===== src/ptts_pkg.sv =====
// Shared types, constants and helpers for the polyline to triangle strip extruder.
// Used by ptts_ctrl, ptts_dp and polyline_to_triangle_strip; depends on nothing else.
`timescale 1ns / 1ps

package ptts_pkg;

    // Defaults for the top-level parameters.
    localparam int FRAC_BITS_DEF    = 16;
    localparam int CORDIC_STEPS_DEF = 16;

    // Field and port widths.
    localparam int COORD_W   = 32;
    localparam int COLOR_W   = 32;
    localparam int CFG_W     = 32;
    localparam int CFG_IDX_W = 1;

    // Configuration register indexes.
    localparam logic [CFG_IDX_W-1:0] CFG_THICKNESS = 1'b0;
    localparam logic [CFG_IDX_W-1:0] CFG_COLOR     = 1'b1;

    // Reset values of the configuration registers.
    localparam logic [CFG_W-1:0] THICKNESS_RST = 32'd65536;
    localparam logic [CFG_W-1:0] COLOR_RST     = 32'd255;

    // Inverse CORDIC gain in Q0.32.
    localparam logic [31:0] KINV_Q32 = 32'd2608131496;

    // The segment vector is doubled until its larger component reaches 2^NORM_LOG2.
    localparam int NORM_LOG2 = 40;
    // Width of the segment difference, of the normalized vector and of a rounded offset.
    localparam int DIFF_W = COORD_W + 1;
    localparam int VEC_W  = 45;
    localparam int OFF_W  = 34;

    localparam logic signed [OFF_W:0] SAT_MAX = (OFF_W+1)'(32'sh7FFF_FFFF);
    localparam logic signed [OFF_W:0] SAT_MIN = (OFF_W+1)'(32'sh8000_0000);

    typedef struct packed {
        logic signed [COORD_W-1:0] point_x;
        logic signed [COORD_W-1:0] point_y;
        logic                      last_point;
    } point_t;

    typedef struct packed {
        logic signed [COORD_W-1:0] vertex_x;
        logic signed [COORD_W-1:0] vertex_y;
        logic [COLOR_W-1:0]        color_out;
        logic                      side;
        logic                      last_vertex;
    } vertex_t;

    typedef enum logic [2:0] {
        S_IDLE,
        S_SETUP,
        S_NORM,
        S_ROT,
        S_ROUND,
        S_LOAD,
        S_EMIT
    } state_t;

    // Commands from the controller to the datapath.
    typedef struct packed {
        logic accept;
        logic setup;
        logic norm;
        logic rot;
        logic round;
        logic out_load;
    } ptts_cmd_t;

    // Status from the datapath to the controller.
    typedef struct packed {
        logic start;
        logic zero_seg;
        logic norm_done;
        logic rot_last;
        logic out_done;
    } ptts_status_t;

    // Clamp a vertex sum to the signed 32-bit range.
    function automatic logic signed [COORD_W-1:0] sat32(input logic signed [OFF_W:0] v);
        logic signed [COORD_W-1:0] r;
        if (v > SAT_MAX)
        begin
            r = SAT_MAX[COORD_W-1:0];
        end
        else if (v < SAT_MIN)
        begin
            r = SAT_MIN[COORD_W-1:0];
        end
        else
        begin
            r = v[COORD_W-1:0];
        end
        return r;
    endfunction

endpackage


===== src/ptts_ctrl.sv =====
// Sequencing state machine of the polyline extruder.
// Depends on ptts_pkg; drives ptts_dp through command and status structs.
`timescale 1ns / 1ps

module ptts_ctrl (
    input  logic                  clk,
    input  logic                  rst_n,
    input  logic                  in_valid,
    output logic                  in_ready,
    output logic                  out_valid,
    input  logic                  out_ready,
    input  ptts_pkg::ptts_status_t status,
    output ptts_pkg::ptts_cmd_t    cmd
);
    import ptts_pkg::*;

    state_t state_reg;
    state_t state_next;

    always_ff @(posedge clk or negedge rst_n)
    begin
        if (!rst_n)
        begin
            state_reg <= S_IDLE;
        end
        else
        begin
            state_reg <= state_next;
        end
    end

    always_comb
    begin
        state_next = state_reg;
        cmd        = '0;
        in_ready   = 1'b0;
        out_valid  = 1'b0;
        case (state_reg)
            S_IDLE:
            begin
                in_ready = 1'b1;
                if (in_valid)
                begin
                    cmd.accept = 1'b1;
                    if (status.start)
                    begin
                        state_next = S_SETUP;
                    end
                end
            end
            S_SETUP:
            begin
                cmd.setup  = 1'b1;
                state_next = status.zero_seg ? S_LOAD : S_NORM;
            end
            S_NORM:
            begin
                if (status.norm_done)
                begin
                    state_next = S_ROT;
                end
                else
                begin
                    cmd.norm = 1'b1;
                end
            end
            S_ROT:
            begin
                cmd.rot = 1'b1;
                if (status.rot_last)
                begin
                    state_next = S_ROUND;
                end
            end
            S_ROUND:
            begin
                cmd.round  = 1'b1;
                state_next = S_LOAD;
            end
            S_LOAD:
            begin
                cmd.out_load = 1'b1;
                state_next   = S_EMIT;
            end
            S_EMIT:
            begin
                out_valid = 1'b1;
                if (out_ready)
                begin
                    if (status.out_done)
                    begin
                        state_next = S_IDLE;
                    end
                    else
                    begin
                        cmd.out_load = 1'b1;
                    end
                end
            end
            default:
            begin
                state_next = S_IDLE;
            end
        endcase
    end

endmodule


===== src/ptts_dp.sv =====
// Datapath of the polyline extruder: held point, configuration, normalizer,
// iterative CORDIC, offset rounding and the vertex output register. Depends on ptts_pkg.
`timescale 1ns / 1ps

module ptts_dp #(
    parameter int FRAC_BITS    = ptts_pkg::FRAC_BITS_DEF,
    parameter int CORDIC_STEPS = ptts_pkg::CORDIC_STEPS_DEF
) (
    input  logic                          clk,
    input  logic                          rst_n,
    input  logic                          cfg_we,
    input  logic [ptts_pkg::CFG_IDX_W-1:0] cfg_index,
    input  logic [ptts_pkg::CFG_W-1:0]     cfg_data,
    input  ptts_pkg::point_t               in_data,
    output ptts_pkg::vertex_t              out_data,
    input  ptts_pkg::ptts_cmd_t            cmd,
    output ptts_pkg::ptts_status_t         status
);
    import ptts_pkg::*;

    localparam int CW  = FRAC_BITS + 34;
    localparam int SW  = (CORDIC_STEPS > 1) ? $clog2(CORDIC_STEPS) : 1;
    localparam int PSH = 33 - FRAC_BITS;

    localparam logic [SW-1:0] STEP_LAST = SW'(CORDIC_STEPS - 1);
    localparam logic signed [CW-1:0] HALF_LSB = CW'(64'd1 << (FRAC_BITS - 1));

    // A vector whose larger component is below LIMn may still be shifted by n bits.
    // LIM1 is the normalization target itself: below it one more doubling is due.
    localparam logic signed [VEC_W-1:0] LIM8 = VEC_W'(64'd1 << (NORM_LOG2 - 8));
    localparam logic signed [VEC_W-1:0] LIM4 = VEC_W'(64'd1 << (NORM_LOG2 - 4));
    localparam logic signed [VEC_W-1:0] LIM2 = VEC_W'(64'd1 << (NORM_LOG2 - 2));
    localparam logic signed [VEC_W-1:0] LIM1 = VEC_W'(64'd1 << NORM_LOG2);

    // Configuration.
    logic [CFG_W-1:0] thickness_reg;
    logic [CFG_W-1:0] color_reg;

    // Held point.
    logic signed [COORD_W-1:0] held_x_reg;
    logic signed [COORD_W-1:0] held_y_reg;
    logic                      have_held_reg;

    // Per-request context.
    logic signed [COORD_W-1:0] pa_x_reg;
    logic signed [COORD_W-1:0] pa_y_reg;
    logic signed [COORD_W-1:0] pb_x_reg;
    logic signed [COORD_W-1:0] pb_y_reg;
    logic                      four_reg;
    logic                      fin_reg;
    logic                      zero_reg;
    logic signed [DIFF_W-1:0]  dx_reg;
    logic signed [DIFF_W-1:0]  dy_reg;
    logic [63:0]               prod_reg;

    // CORDIC state.
    logic signed [VEC_W-1:0] x_reg;
    logic signed [VEC_W-1:0] y_reg;
    logic signed [CW-1:0]    cx_reg;
    logic signed [CW-1:0]    cy_reg;
    logic [SW-1:0]           step_reg;

    // Rounded offsets and output.
    logic signed [OFF_W-1:0] tx_reg;
    logic signed [OFF_W-1:0] ty_reg;
    logic [1:0]              vidx_reg;
    vertex_t                 out_reg;
    logic                    out_done_reg;

    logic signed [DIFF_W-1:0] dx_next;
    logic signed [DIFF_W-1:0] dy_next;
    logic                     fit8;
    logic                     fit4;
    logic                     fit2;
    logic                     fit1;
    logic [CW-1:0]            cmag;
    logic                     neg;
    logic signed [VEC_W-1:0]  xs;
    logic signed [VEC_W-1:0]  ys;
    logic signed [CW-1:0]     cxs;
    logic signed [CW-1:0]     cys;
    logic signed [CW-1:0]     rnd;
    logic                     v_pair;
    logic                     v_side;
    logic signed [OFF_W:0]    vpx;
    logic signed [OFF_W:0]    vpy;
    logic signed [OFF_W:0]    vtx;
    logic signed [OFF_W:0]    vty;
    logic                     v_end;

    always_comb
    begin
        dx_next = DIFF_W'(in_data.point_x) - DIFF_W'(held_x_reg);
        dy_next = DIFF_W'(in_data.point_y) - DIFF_W'(held_y_reg);

        fit8 = (x_reg < LIM8) && (y_reg < LIM8) && (y_reg > -LIM8);
        fit4 = (x_reg < LIM4) && (y_reg < LIM4) && (y_reg > -LIM4);
        fit2 = (x_reg < LIM2) && (y_reg < LIM2) && (y_reg > -LIM2);
        fit1 = (x_reg < LIM1) && (y_reg < LIM1) && (y_reg > -LIM1);

        cmag = CW'(prod_reg >> PSH);
        neg  = dx_reg[DIFF_W-1];

        xs  = x_reg >>> step_reg;
        ys  = y_reg >>> step_reg;
        cxs = cx_reg >>> step_reg;
        cys = cy_reg >>> step_reg;

        rnd = cy_reg + HALF_LSB;

        v_pair = vidx_reg[1];
        v_side = vidx_reg[0];
        vpx    = (OFF_W+1)'(v_pair ? pb_x_reg : pa_x_reg);
        vpy    = (OFF_W+1)'(v_pair ? pb_y_reg : pa_y_reg);
        vtx    = (OFF_W+1)'(tx_reg);
        vty    = (OFF_W+1)'(ty_reg);
        v_end  = v_side && (v_pair || !four_reg);

        status.start     = have_held_reg || in_data.last_point;
        status.zero_seg  = zero_reg;
        status.norm_done = !fit1;
        status.rot_last  = (step_reg == STEP_LAST);
        status.out_done  = out_done_reg;
    end

    always_ff @(posedge clk or negedge rst_n)
    begin
        if (!rst_n)
        begin
            thickness_reg <= THICKNESS_RST;
            color_reg     <= COLOR_RST;
            held_x_reg    <= '0;
            held_y_reg    <= '0;
            have_held_reg <= 1'b0;
        end
        else
        begin
            if (cfg_we)
            begin
                case (cfg_index)
                    CFG_THICKNESS: thickness_reg <= cfg_data;
                    CFG_COLOR:     color_reg     <= cfg_data;
                    default:       ;
                endcase
            end
            if (cmd.accept)
            begin
                if (have_held_reg && in_data.last_point)
                begin
                    have_held_reg <= 1'b0;
                    held_x_reg    <= '0;
                    held_y_reg    <= '0;
                end
                else if (!in_data.last_point)
                begin
                    have_held_reg <= 1'b1;
                    held_x_reg    <= in_data.point_x;
                    held_y_reg    <= in_data.point_y;
                end
            end
        end
    end

    always_ff @(posedge clk)
    begin
        if (cmd.accept)
        begin
            pa_x_reg <= have_held_reg ? held_x_reg : in_data.point_x;
            pa_y_reg <= have_held_reg ? held_y_reg : in_data.point_y;
            pb_x_reg <= in_data.point_x;
            pb_y_reg <= in_data.point_y;
            four_reg <= have_held_reg && in_data.last_point;
            fin_reg  <= in_data.last_point;
            dx_reg   <= dx_next;
            dy_reg   <= dy_next;
            zero_reg <= !have_held_reg || ((dx_next == '0) && (dy_next == '0));
            prod_reg <= 64'(thickness_reg) * 64'(KINV_Q32);
            vidx_reg <= 2'd0;
        end

        if (cmd.setup)
        begin
            step_reg <= '0;
            cy_reg   <= '0;
            x_reg    <= neg ? -VEC_W'(dx_reg) : VEC_W'(dx_reg);
            y_reg    <= neg ? -VEC_W'(dy_reg) : VEC_W'(dy_reg);
            cx_reg   <= neg ? -$signed(cmag) : $signed(cmag);
            if (zero_reg)
            begin
                tx_reg <= '0;
                ty_reg <= OFF_W'(({1'b0, thickness_reg} + 33'd1) >> 1);
            end
        end

        if (cmd.norm)
        begin
            if (fit8)
            begin
                x_reg <= x_reg <<< 8;
                y_reg <= y_reg <<< 8;
            end
            else if (fit4)
            begin
                x_reg <= x_reg <<< 4;
                y_reg <= y_reg <<< 4;
            end
            else if (fit2)
            begin
                x_reg <= x_reg <<< 2;
                y_reg <= y_reg <<< 2;
            end
            else
            begin
                x_reg <= x_reg <<< 1;
                y_reg <= y_reg <<< 1;
            end
        end

        if (cmd.rot)
        begin
            step_reg <= step_reg + SW'(1);
            if (!y_reg[VEC_W-1])
            begin
                x_reg  <= x_reg + ys;
                y_reg  <= y_reg - xs;
                cx_reg <= cx_reg - cys;
                cy_reg <= cy_reg + cxs;
            end
            else
            begin
                x_reg  <= x_reg - ys;
                y_reg  <= y_reg + xs;
                cx_reg <= cx_reg + cys;
                cy_reg <= cy_reg - cxs;
            end
        end

        if (cmd.round)
        begin
            tx_reg <= OFF_W'(rnd >>> FRAC_BITS);
            ty_reg <= OFF_W'((cx_reg + HALF_LSB) >>> FRAC_BITS);
        end

        if (cmd.out_load)
        begin
            vidx_reg              <= vidx_reg + 2'd1;
            out_reg.vertex_x      <= sat32(v_side ? (vpx - vtx) : (vpx + vtx));
            out_reg.vertex_y      <= sat32(v_side ? (vpy + vty) : (vpy - vty));
            out_reg.color_out     <= color_reg;
            out_reg.side          <= v_side;
            out_reg.last_vertex   <= v_end && fin_reg;
            out_done_reg          <= v_end;
        end
    end

    assign out_data = out_reg;

endmodule


===== src/polyline_to_triangle_strip.sv =====
// Top level of the polyline to triangle strip extruder.
// Depends on ptts_pkg, ptts_ctrl and ptts_dp.
`timescale 1ns / 1ps

// Polyline points (signed Q16.16) arrive as requests on the input channel and
// leave as triangle strip vertices on the output channel. A point without
// last_point is held and produces nothing; each later point yields two vertices
// for the held point, offset by half the thickness perpendicular to the
// segment, and a final point adds its own pair reusing that offset. A lone
// final point, or a zero-length segment, uses the offset (0, half thickness).
// The block works on one request at a time: after acceptance it sets up the
// segment, the normalizer shifts the vector left by 8, 4, 2 or 1 bits a cycle
// (fewer shifts for long segments), the CORDIC unit then runs CORDIC_STEPS
// iterations, the offsets are rounded, the first vertex is loaded, and each
// vertex then waits in the output register until the output takes it. A lone
// point or a zero-length segment skips the normalizer and the CORDIC, and a
// point that is only held is taken without the block leaving its idle state.
// Configuration (thickness at index 0, vertex color at index 1) is written
// through the plain write port and must only change while the block is idle.

module polyline_to_triangle_strip #(
    parameter int FRAC_BITS    = ptts_pkg::FRAC_BITS_DEF,
    parameter int CORDIC_STEPS = ptts_pkg::CORDIC_STEPS_DEF
) (
    input  logic                           clk,
    input  logic                           rst_n,
    input  logic                           cfg_we,
    input  logic [ptts_pkg::CFG_IDX_W-1:0] cfg_index,
    input  logic [ptts_pkg::CFG_W-1:0]     cfg_data,
    input  logic                           in_valid,
    output logic                           in_ready,
    input  ptts_pkg::point_t               in_data,
    output logic                           out_valid,
    input  logic                           out_ready,
    output ptts_pkg::vertex_t              out_data
);
    import ptts_pkg::*;

    // The controller and the datapath talk only through these two structs.
    ptts_cmd_t    cmd;
    ptts_status_t status;

    // The state machine decides when to accept, iterate and emit.
    ptts_ctrl u_ctrl (
        .clk       (clk),
        .rst_n     (rst_n),
        .in_valid  (in_valid),
        .in_ready  (in_ready),
        .out_valid (out_valid),
        .out_ready (out_ready),
        .status    (status),
        .cmd       (cmd)
    );

    // The datapath holds the point, the configuration, the CORDIC engine and
    // the output register that drives out_data.
    ptts_dp #(
        .FRAC_BITS    (FRAC_BITS),
        .CORDIC_STEPS (CORDIC_STEPS)
    ) u_dp (
        .clk       (clk),
        .rst_n     (rst_n),
        .cfg_we    (cfg_we),
        .cfg_index (cfg_index),
        .cfg_data  (cfg_data),
        .in_data   (in_data),
        .out_data  (out_data),
        .cmd       (cmd),
        .status    (status)
    );

endmodule


===== config.mk =====
export PLATFORM = sky130hd
export DESIGN_NAME = polyline_to_triangle_strip
export DESIGN_NICKNAME = d
export VERILOG_FILES = /design/src/ptts_pkg.sv /design/src/ptts_ctrl.sv /design/src/ptts_dp.sv /design/src/polyline_to_triangle_strip.sv
export SDC_FILE = /design/constraint.sdc
export NUM_CORES = 2
export LEC_CHECK = 0
export ABC_AREA = 0
export BUFFER_PORTS_ARGS = -buffer_cell sky130_fd_sc_hd__buf_2
export CAP_MARGIN = 20
export CORE_MARGIN = 2
export CORE_UTILIZATION = 40
export DETAILED_ROUTE_END_ITERATION = 12
export GPL_ROUTABILITY_DRIVEN = 0
export HOLD_SLACK_MARGIN = 0.02
export PLACE_DENSITY_LB_ADDON = 0.08
export SYNTH_ARGS = -nofsm -noshare
export SYNTH_HDL_FRONTEND = slang
export SYNTH_SLANG_ARGS = --single-unit

===== constraint.sdc =====
create_clock -name clk -period 14.4 [get_ports clk]
set_input_delay 2.88 -clock clk [delete_from_list [all_inputs] [get_ports clk]]
set_output_delay 2.88 -clock clk [all_outputs]
set_load 0.05 [all_outputs]

# After elaboration in Yosys (flattened, before gate mapping)
# Cells that the tools add are included.
[totals]
ff_bits = 753
inputBits = 103
output_inout_bits = 100
[classes]
add_sub_neg = 22
multipliers = 1
magnitude_cmp = 16
eq_ne = 14
shifts = 4
mux = 67
n_bitwise = 1
n_reduce_logical = 30
[ops]
columns = ["operator", "n"]
rows = [
  ["two-way mux 45 bit", 16],
  ["two-way mux 50 bit", 7],
  ["two-way mux 32 bit", 8],
  ["two-way mux 34 bit", 6],
  ["two-way mux 35 bit", 4],
  ["adder 50 x 17 -> 50 bit (second input constant)", 2],
  ["adder 50 bit", 2],
  [">>> shifter 50 x 4 -> 50 bit", 2],
  ["subtractor 50 bit", 2],
  ["adder 45 bit", 2],
  ["less-than comparator 45 x 34 -> 1 bit (second input constant)", 2],
  ["less-than comparator 45 x 38 -> 1 bit (second input constant)", 2],
  ["less-than comparator 45 x 40 -> 1 bit (second input constant)", 2],
  ["less-than comparator 45 x 42 -> 1 bit (second input constant)", 2],
  ["negator 33 -> 45 bit", 2],
  [">>> shifter 45 x 4 -> 45 bit", 2],
  ["subtractor 45 bit", 2],
  ["adder 35 x 34 -> 35 bit", 2],
  ["greater-than comparator 35 x 32 -> 1 bit (second input constant)", 2],
  ["less-than comparator 35 x 32 -> 1 bit (second input constant)", 2],
  ["subtractor 35 x 34 -> 35 bit", 2],
  ["zero test 33 bit", 2],
  ["subtractor 32 x 32 -> 33 bit", 2],
  ["multiplier 32 x 29 -> 61 bit (second input constant)", 1],
  ["29 further kinds", 77],
]

# Logic depth before layout (Yosys ltp)
[logic_depth]
ltp_word = 8
mapped_depth = 35

# Modules after synthesis
# From an unflattened synthesis, not the netlist that was laid out.
[hier_totals]
cells_unflattened = 8901
area_unflattened_um2 = 84466.0
[modules_own_cells]
columns = ["mod", "instances", "cells_each", "area_each_um2", "seq_area_each_um2"]
rows = [
  ["ptts_dp", 1, 8862, 84119.4, 21466.8],
  ["ptts_ctrl", 1, 39, 346.6, 75.1],
]

# Least setup slack after synthesis
# Ideal clock, no wire load.
[synth_timing]
path_type = "input -> register"
startpoint = "input in_valid"
endpoint = "register u_dp.held_x_reg[10]"
setup_time_ps = 121
arrival_ps = 9667
path_slack_ps = 4612
path_stages = 5
n_path_buf = 1
cell_sequence = "nand2_1 > inv_1 > o21ai_1 > clkbuf_1 > a22o_1"
[synth_rtl]
columns = ["item", "line", "rtl"]
rows = [
  ["start, declared", "polyline_to_triangle_strip.sv:30", "input logic in_valid,"],
  ["end signal, assigned", "ptts_dp.sv:157", "held_x_reg <= in_data.point_x;"],
  ["end, declared", "ptts_dp.sv:40", "logic signed [COORD_W-1:0] held_x_reg;"],
]

# Worst setup path in the final report
[layout_timing]
startpoint = "register u_dp.thickness_reg[10]"
endpoint = "register u_dp.prod_reg[61], data pin"
[layout_via]
elab_chain_len = 1
[layout_lines]
columns = ["item", "line", "rtl"]
rows = [
  ["start, declared", "ptts_dp.sv:36", "logic [CFG_W-1:0] thickness_reg;"],
  ["start signal, assigned", "ptts_dp.sv:141", "CFG_THICKNESS: thickness_reg <= cfg_data;"],
  ["multiplier 32 x 29 -> 61 bit", "ptts_dp.sv:177", "prod_reg <= 64'(thickness_reg) * 64'(KINV_Q32);"],
  ["end signal, assigned", "ptts_dp.sv:177", ""],
  ["end, declared", "ptts_dp.sv:54", "logic [63:0] prod_reg;"],
]
# Every way passes these cells.
# A chain may end at the register's enable or synchronous reset.

==> reports/qor.csv <==
stage,metric,value,unit
sta,final cycle utilization of the critical path,0.604,
global_route,antenna violations before repair,9,
drt,number of routed nets with antenna violations,0,
synth,post-synth net total,10100,
critical_path,Crit-path slowest cell,a311oi_1,
critical_path,Required @ worst endpoint,14940,ps
drt,vias,68000,
synth,synthesis warning total,0,
clock_tree,H-Tree Depth,3,
drt,first-pass detailed-route iteration total,6,
floorplan,Die Ht,465,um
synth,Async SR Flop Fraction,0.179,
hold_path,Worst Hold Class,flip-flop to flip-flop,
global_route,vias in the first global route,67700,
floorplan,row cnt,169,
sta,Setup TNS,0,ps
floorplan,Top Ports,203,
cells_and_area,Largest register FFs,98,
critical_path,Startpoint Class,flip-flop,
sta,Setup Skew,60.5,ps
sta,Final Setup Violations,0,
synth,top post-synthesis cells by area,"edfxtp_1, fa_1, ha_1",
synth,synthesized area,0.0849,mm2
clock_tree,"CTS clk-pin slew, worst paths",70,ps
synth,Post-synth EDFFs,607,
synth,"area leader, netlist",edfxtp_1,
critical_path,CP peak stage delay,730,ps
sta,Slew Limit Fails,0,
synth,"flops & latches, synth",739,
clock_tree,CTS sink count,739,
sta,endpoints failing hold,0,
critical_path,crit path max fanout,7,
synth,top cell type's share of synthesized area,0.215,
clock_tree,CTS resizes,0,
floorplan,Core Region,0.211,mm2
critical_path,Setup CP Type,flip-flop to flip-flop,
cells_and_area,nets@finish,10000,
synth,most used flip-flop cell after synthesis,edfxtp_1,
floorplan,die footprint,0.216,mm2
status,status,finished clean,
synth,sequential share of the synthesized area,0.254,
critical_path,CP cell instances,inv_1 -> fa_1 -> fa_1 -> inv_1 -> fa_1 -> fa_1 -> fa_1 -> fa_1 -> fa_1 -> inv_1 -> fa_1 -> inv_1 -> ha_1 -> a21o_1 -> a21o_1 -> a21o_1 -> a21oi_1 -> o21ai_0 -> a311oi_1 -> nor4_1 -> nor2_1 -> a31o_2 -> o21ai_0 -> o311ai_0,
cells_and_area,Fillers,20700,
clock_tree,CTS tree,built,
cells_and_area,sequential cell area,0.0215,mm2
drt,initial drt markers,5216,
cells_and_area,multi-input logic area,0.0581,mm2
global_route,total track usage,0.264,
floorplan,Initial Utilization,0.401,
synth,syn avg cell area,9.61,um2
placement,# port buffers,202,
clock_tree,Worst-Skew Late Latency,770,ps
flow_run,Max Cap Violations,0,
placement,dpl hpwl,228000,um
critical_path,worst endpoint data arrival time,9230,ps
global_route,global route total overflow,0,
sta,post-layout min period,8690,ps
cells_and_area,share of layout cells above drive strength 1,0.116,
clock_tree,post-CTS setup buffer count,0,
sta,slew at the pin with the worst max-slew slack,1120,ps
sta,RSZ-0062 raised after global routing,false,
clock_tree,Clock Tree Buf Depth,3,
sta,fmax,115,MHz
sta,Max-Slew Margin vs Limit,0.250,
clock_tree,Inserted Clock Buffers,96,
drt,drc violations,0,
clock_tree,Post-CTS Hold Buffers,0,
global_route,largest net degree at the start of global routing,136,
synth,Syn Inst Count,8831,
drt,routed wire length,290000,um
drt,wire length per cell,24.9,um
global_route,first-pass GRT wire length,435000,um
synth,Cell variety after synth,98,
clock_tree,CTS Root Cell,clkbuf_16,
drt,drt via density,5.83,
critical_path,crit end category,flip-flop,
critical_path,most numerous cell on the critical path,fa_1,
cells_and_area,Synth-to-Final Area Change,7.90,%
floorplan,die width,465,um
==> final timing paths <==
check | from | endpoint | slack, ps | cells after the start
min in group asynchronous | rst_n | u_dp.thickness_reg[0] | 2190 | 1
worst min-delay path | u_dp.color_reg[13] | u_dp.out_data[15] | 440 | 0
max in group asynchronous | rst_n | u_dp.thickness_reg[18] | 10850 | 2
worst max register to register | u_dp.thickness_reg[10] | u_dp.prod_reg[61] | 5710 | 24
worst max-delay path | u_dp.thickness_reg[10] | u_dp.prod_reg[61] | 5710 | 24
worst min register to register | u_dp.color_reg[13] | u_dp.out_data[15] | 440 | 0
==> synthesized netlist by cell type, drive strengths merged, types with 105 or more instances <==
library cell	instances
mux2i	204
xnor2	431
o21ai	426
clkbuf	288
edfxtp	607
mux2	226
inv	937
a21oi	631
xor2	289
nand2	598
nand3	144
a21o	219
buf	150
a31oi	105
a211oi	143
mux4	266
nor2	576
dfrtp	123
ha	685
fa	465
nor3	139
==> layout by cell type (no fill, tap or decap), types with 40 or more instances in the layout <==
| master | n |
|---|---|
| a21oi_1 | 629 |
| fa_1 | 465 |
| o21a_1 | 52 |
| nand4_1 | 52 |
| nand3_1 | 144 |
| and3_1 | 91 |
| buf_4 | 67 |
| nor3_1 | 138 |
| edfxtp_1 | 607 |
| nor2b_1 | 59 |
| or3_1 | 68 |
| and2_1 | 58 |
| a22o_1 | 68 |
| mux4_2 | 266 |
| xor2_1 | 289 |
| clkbuf_16 | 96 |
| dfrtp_1 | 122 |
| a21o_1 | 219 |
| nand2_1 | 596 |
| o21bai_1 | 40 |
| o31ai_1 | 76 |
| ha_1 | 685 |
| o21ai_0 | 417 |
| nor2_1 | 572 |
| nand2b_1 | 63 |
| mux2i_1 | 204 |
| xnor2_1 | 430 |
| a211oi_1 | 142 |
| o211ai_1 | 50 |
| buf_2 | 201 |
| inv_1 | 933 |
| mux2_2 | 226 |
| nor4_1 | 53 |
| a31oi_1 | 103 |
==> per-stage QoR <==
| step | worst slack, ps | area, um2 | std cells | hold slack, ps | utilization |
|---|---|---|---|---|---|
| floorplan | 4610 | 84900 | 8831 | 419 | - |
| global placement | 5760 | 88300 | 11500 | 424 | 0.418 |
| detailed placement | 5620 | 88400 | 11500 | 432 | 0.418 |
| CTS | 5600 | 91600 | 11700 | 443 | 0.433 |
| global route | 5210 | 91600 | 11700 | 453 | 0.433 |
| finish | 5710 | 91600 | 11700 | 442 | 0.433 |
==> final cells by class <==
cell class                 count  share of cell area
inverter                     939              0.0387
tap                         2821              0.0385
clock inverter                60             0.00720
sequential                   739               0.235
timing repair buffer         275              0.0176
clock buffer                 117              0.0278
multi-input combinational   6715               0.635
antenna                        2           0.0000547
==> critical path: cells and delay by family, from the launching register on <==
family                   cells  cell delay [ps]
adder cells (fa/ha/maj)      9             4590
AO/OA/AOI/OAI                9             2380
flip-flops                   1              590
AND/OR/NAND/NOR              2              470
buffers and inverters        4              460
==> logic make-up (layout without fill, tap and decap cells) <==
kind of cell	after synthesis	after routing	synth area share
fa+ha+maj	1150	1150	0.211
compound gates	2100	2100	0.158
flops	739	739	0.254
simple gates	2048	2048	0.115
buf+inv	1377	1391	0.0629
mux	696	696	0.125
other cells	0	2	0
xor+xnor	721	721	0.0747
==> metal layers <==
| layer | wire (um) | part of all wire | global-route usage |
|---|---|---|---|
| met5 | 0 | 0 | 0 |
| met3 | 11600 | 0.040 | 0.0258 |
| met1 | 122000 | 0.42 | 0.335 |
| met4 | 13900 | 0.048 | 0.113 |
| met2 | 143000 | 0.49 | 0.455 |
Power is left out: the tool's default activity adds up to more than one toggle a clock period on the data nets, which glitch-free logic cannot reach.
